[config.mk]
export PLATFORM = sky130hd
export DESIGN_NAME = ndvi_div_pipe
export DESIGN_NICKNAME = d
export VERILOG_FILES = /design/src/ndvi_div_pipe.sv
export SDC_FILE = /design/constraint.sdc
export NUM_CORES = 2
export LEC_CHECK = 0
export ABC_AREA = 0
export BUFFER_PORTS_ARGS = -buffer_cell sky130_fd_sc_hd__buf_2
export CORE_ASPECT_RATIO = 1.1
export CORE_UTILIZATION = 63
export DETAILED_ROUTE_END_ITERATION = 8
export PLACE_DENSITY_LB_ADDON = 0.12
export SYNTH_ARGS = -nofsm -noshare
export SYNTH_HDL_FRONTEND = slang
export SYNTH_SLANG_ARGS = --single-unit
[constraint.sdc]
create_clock -name clk -period 3.5 [get_ports clk]
set_input_delay 1.05 -clock clk [delete_from_list [all_inputs] [get_ports clk]]
set_output_delay 1.05 -clock clk [all_outputs]
set_load 0.02 [all_outputs]
[src/ndvi_div_pipe.sv]
// Pipelined restoring divider, one quotient bit per register stage.
// Requires num < den << Q_W; carries a side word alongside. No package use.
`default_nettype none
module ndvi_div_pipe #(
	parameter int NUM_W  = 37,
	parameter int DEN_W  = 12,
	parameter int Q_W    = 24,
	parameter int PASS_W = 2
) (
	input  wire logic              clk,
	input  wire logic              arst_n,
	input  wire logic              en,
	input  wire logic              in_valid,
	input  wire logic [NUM_W-1:0]  num,
	input  wire logic [DEN_W-1:0]  den,
	input  wire logic [PASS_W-1:0] pass_in,
	output      logic              out_valid,
	output      logic [Q_W-1:0]    quo,
	output      logic [PASS_W-1:0] pass_out
);
	logic              v_s    [Q_W];
	logic [DEN_W-1:0]  rem_s  [Q_W];
	logic [Q_W-1:0]    low_s  [Q_W];
	logic [Q_W-1:0]    q_s    [Q_W];
	logic [DEN_W-1:0]  den_s  [Q_W];
	logic [PASS_W-1:0] pass_s [Q_W];

	logic [NUM_W-Q_W-1:0] top;
	assign top = num[NUM_W-1:Q_W];

	for (genvar i = 0; i < Q_W; i++) begin : g_stage
		logic              pv;
		logic [DEN_W-1:0]  prem;
		logic [Q_W-1:0]    plow;
		logic [Q_W-1:0]    pq;
		logic [DEN_W-1:0]  pden;
		logic [PASS_W-1:0] ppass;
		logic [DEN_W:0]    trial;
		logic [DEN_W:0]    diff;
		logic              ge;

		// pick up the previous stage, or the input word for the first
		if (i == 0) begin : g_first
			assign pv    = in_valid;
			assign prem  = DEN_W'(top);
			assign plow  = num[Q_W-1:0];
			assign pq    = '0;
			assign pden  = den;
			assign ppass = pass_in;
		end else begin : g_next
			assign pv    = v_s[i-1];
			assign prem  = rem_s[i-1];
			assign plow  = low_s[i-1];
			assign pq    = q_s[i-1];
			assign pden  = den_s[i-1];
			assign ppass = pass_s[i-1];
		end

		// shift in the next numerator bit and try a subtract
		always_comb begin
			trial = {prem, plow[Q_W-1]};
			diff  = trial - {1'b0, pden};
			ge    = trial >= {1'b0, pden};
		end

		always_ff @(posedge clk or negedge arst_n) begin
			if (!arst_n) begin
				v_s[i] <= 1'b0;
			end else if (en) begin
				v_s[i] <= pv;
			end
		end

		always_ff @(posedge clk) begin
			if (en) begin
				rem_s[i]  <= ge ? diff[DEN_W-1:0] : trial[DEN_W-1:0];
				low_s[i]  <= plow << 1;
				q_s[i]    <= {pq[Q_W-2:0], ge};
				den_s[i]  <= pden;
				pass_s[i] <= ppass;
			end
		end
	end

	assign out_valid = v_s[Q_W-1];
	assign quo       = q_s[Q_W-1];
	assign pass_out  = pass_s[Q_W-1];
endmodule
`default_nettype wire

==> summary.md <==
| Metric | Value |
|---|---|
| Status | completed |
| Antenna Nets Post-Route | 0 |
| Post-Place Cell Area | about 0.055 mm² |
| R2R setup slack | 0.11 ns |
| Layout area overhead | 11.5% |
| Commonest non-fill, non-tap cell in the layout | edfxtp_1 |
| Finished Cell Area | around 0.059 mm² |
| Max Clock Skew | between 0.02 and 0.025 ns |
| Postcts setup bufs | 0 |
| Achievable Freq | between 0.2 and 0.3 GHz |
| Tcrit/Tclk final | just under 100% |
| GRT met1 Usage | 27.0% |
| Die width | approximately 280 µm |
| Setup violators final | 0 |
| Min-Delay Path Class | input port to asynchronous set/reset pin |
| Initial Util | between 60% and 70% |
| FF-to-FF End | rem_s[1][86]$_DFFE_PP_ |
| Worst-case clock buffer depth | 3 |
| Final worst setup slack | 0.114 ns |
| Vias in the first global route | 28951 |
| Synth Flop Type | edfxtp_1 |
| Mapped Nets | a little under 4000 |
| Clk_lat worst skew | ~0.70 ns |
| Vias | 28062 |
| Fraction of registers with async set/reset | 2.00% |
| GR Util met2 | slightly below 40% |
| Clk slew on worst S/H paths | about 0.06 ns |
| H-tree Lvls | 3 |
| Die height | ~300 µm |
| DP Wirelength | between 60000 and 70000 µm |
| Most used routing layer | met2 |
| Sinks on Clock Net | 1200 |
| Reg area | ~0.036 mm² |
| Leak pwr | 23.2 nW |
| Hold Fails Final Rpt | 0 |
| Dpl ws | between 0.07 and 0.08 ns |
| Gpl congestion | slightly above 0.9 |
| Root Buffer Master | clkbuf_16 |
| Global-route wire length before repair | roughly 150000 µm |
| Sequential share of the synthesized area | 68.0% |
| Die area | 0.0850 mm² |
| Initial drt markers | 1629 |
| Power per Cell Area | roughly 830 mW/mm² |
| Tightest Pin Transition | between 1 and 1.5 ns |
| Most frequent cells in the layout | edfxtp_1, inv_1, ha_1, mux2_2, a21oi_1 |
| Post-Route WL | around 91000 µm |
| Vias per cell | just under 6 |
| MaxCap Viol Count | 0 |
| Critical Path Source Type | flop |
| Worst r2r path cells | 8 |
| Nets | approximately 4000 |
| Worst EP required | 3.94 ns |
| CTS tree | yes |
| Synth Cell Area | between 0.05 and 0.06 mm² |
| # rows | 110 |
| Port Buf Inserts | 80 |
| Met3 usage | around 3.5% |
| Area occupied by multi-input gates | around 0.015 mm² |
| Crit. End Element | flop |
| Hold_buf cts | 0 |
| Antenna diodes | 0 |
| Syn_area_per_cell | 15.1 µm² |
| Total GRT Usage | between 20% and 30% |
| Share of cells above drive strength 1 | 15.6% |
| Worst vdd ir | approximately 0.51 mV |
| Cells after synthesis | ~3500 |
| # fillers | 5284 |
| Number of detailed-route iterations in the first pass | 6 |
| Flops & latches, synth | 1200 |
| Synth cell types | between 50 and 60 |
| Antenna violations before repair | 1 |
| RR Startpoint | rem_s[1][77]$_DFFE_PP_ |
| Max-Slew Margin vs Limit | a little under a fifth |
| Total number of yosys warnings | 0 |
| Cells resized by post-CTS repair | 0 |
| Drt wl/cell | 18.8 µm |
| Slew Viols, Final | 0 |
| Tmin final | 3.39 ns |
| I/O pin cnt | between 80 and 90 |
| Crit Path Class | flop to flop |
| DRC viols | 0 |
| Leading post-synthesis cells by cell area | edfxtp_1, ha_1, mux2_2, inv_1, a21oi_1 |
| Synth top area share | 66.9% |
| Critical path peak fanout | 13 |
| TritonCTS Buffers | 115 |
| Critical Path AT | approximately 3.8 ns |
| Largest net degree at the start of global routing | between 100 and 150 |
| Total grt overflow | 0 |
| Core Box Area | around 0.082 mm² |
| EDFF count, synth | approximately 1200 |
| Cell taking the most area after synthesis | edfxtp_1 |
worst max-delay path: stages, from the launching register on:
cell and delay (ns):
edfxtp_1 0.41, ha_1 0.37, a21o_1 0.20, a21o_1 0.20, a21oi_1 0.24, nor2_1 0.07, a2111oi_0 0.88, o31ai_4 0.39
mux2_2 0.38
power by group:
part	internal [mW]	total [mW]	leakage [nW]	switching [mW]
registers	19.4	20.8	11.8	1.38
clock network	6.94	12.2	1.85	5.29
logic	7.73	15.9	9.63	8.21
kinds of logic (layout without fill, tap and decap cells):
family,after synthesis,count (layout),share of synthesized area (%)
and+or+nand+nor,501,501,4.81
adders and majority gates,311,311,7.70
muxes,269,269,5.69
AOI/OAI and AO/OA,616,616,7.75
xor gates and xnor gates,182,182,3.02
DFF,1200,1200,68.0
buffers and inverters,409,723,3.02
worst max-delay path by stage:
stage / from / endpoint / slack, ns / cells past startpoint
3_3_place_gp: den[1] / rem_s[0][7]$_DFFE_PP_ / 0.13 / 11
2_1_floorplan: den[1] / rem_s[0][10]$_DFFE_PP_ / 0.21 / 10
5_1_grt: rem_s[1][77]$_DFFE_PP_ / rem_s[1][93]$_DFFE_PP_ / -0.02 / 8
4_1_cts: den_s[2][1]$_DFFE_PP_ / rem_s[2][14]$_DFFE_PP_ / 0.16 / 9
6_report: rem_s[1][77]$_DFFE_PP_ / rem_s[1][86]$_DFFE_PP_ / 0.11 / 8
3_5_place_dp: num[24] / rem_s[0][7]$_DFFE_PP_ / 0.07 / 10
registers in the layout, indices dropped and copies added, names as in the netlist:
| signal | cells |
|---|---|
| den_s | 276 |
| g_stage.pv | 23 |
| low_s | 276 |
| out_valid | 1 |
| pass_s | 48 |
| q_s | 300 |
| rem_s | 276 |
Yosys cell counts (2+ instances only):
master     number
a2111oi_0      24
a211oi_1        7
a21boi_0        2
a21o_1        112
a21oi_1       173
a21oi_2         2
a311o_1         4
a31o_2          5
a31oi_1        25
a41oi_1         2
and2_1         13
and3_1         32
buf_2           7
buf_4          11
clkbuf_1       17
dfrtp_1        24
edfxtp_1     1176
fa_1           23
ha_1          288
inv_1         373
mux2_2        221
mux2_4          7
mux2i_1        41
nand2_1        81
nand2b_1       42
nand3_1        77
nand4_1         3
nor2_1        119
nor2b_1        53
nor3_1         25
nor4_1         14
nor4b_1         6
o21a_1         40
o21ai_0       119
o21bai_1        2
o311a_1        10
o311ai_0       20
o31a_1         24
o31ai_1        17
o41a_1         20
or2_2          15
or3_1          15
xnor2_1        93
xor2_1         89
metal layers:
metal,up-vias,share of wire (%)
met5,-,0.013
met4,2,2.5
met3,160,3.9
met2,597,52
met1,13737,42
li1,13566,-
metrics by stage:
step                hold WS, ns  std cells  TNS (ns)  utilization, %  power, mW
finish                    0.350       4866         0            71.4       49.0
global route              0.369       4866    -0.153            71.4       51.7
CTS                       0.327       4866         0            71.4       49.2
detailed placement        0.405       4657         0            66.8       36.7
global placement          0.400       4657         0            66.8       36.0
floorplan                 0.400       3488         0               -       32.7
cell type report:
class                   count  area share (%)
clock inverters            79            1.39
inverters                 373            2.38
well taps                1064            2.26
clock buffers             130            5.02
multi-input cells        1879            26.2
flip-flops and latches   1200            61.0
repair buffers            141            1.77
No activity file was read; power rests on OpenSTA's default activity.
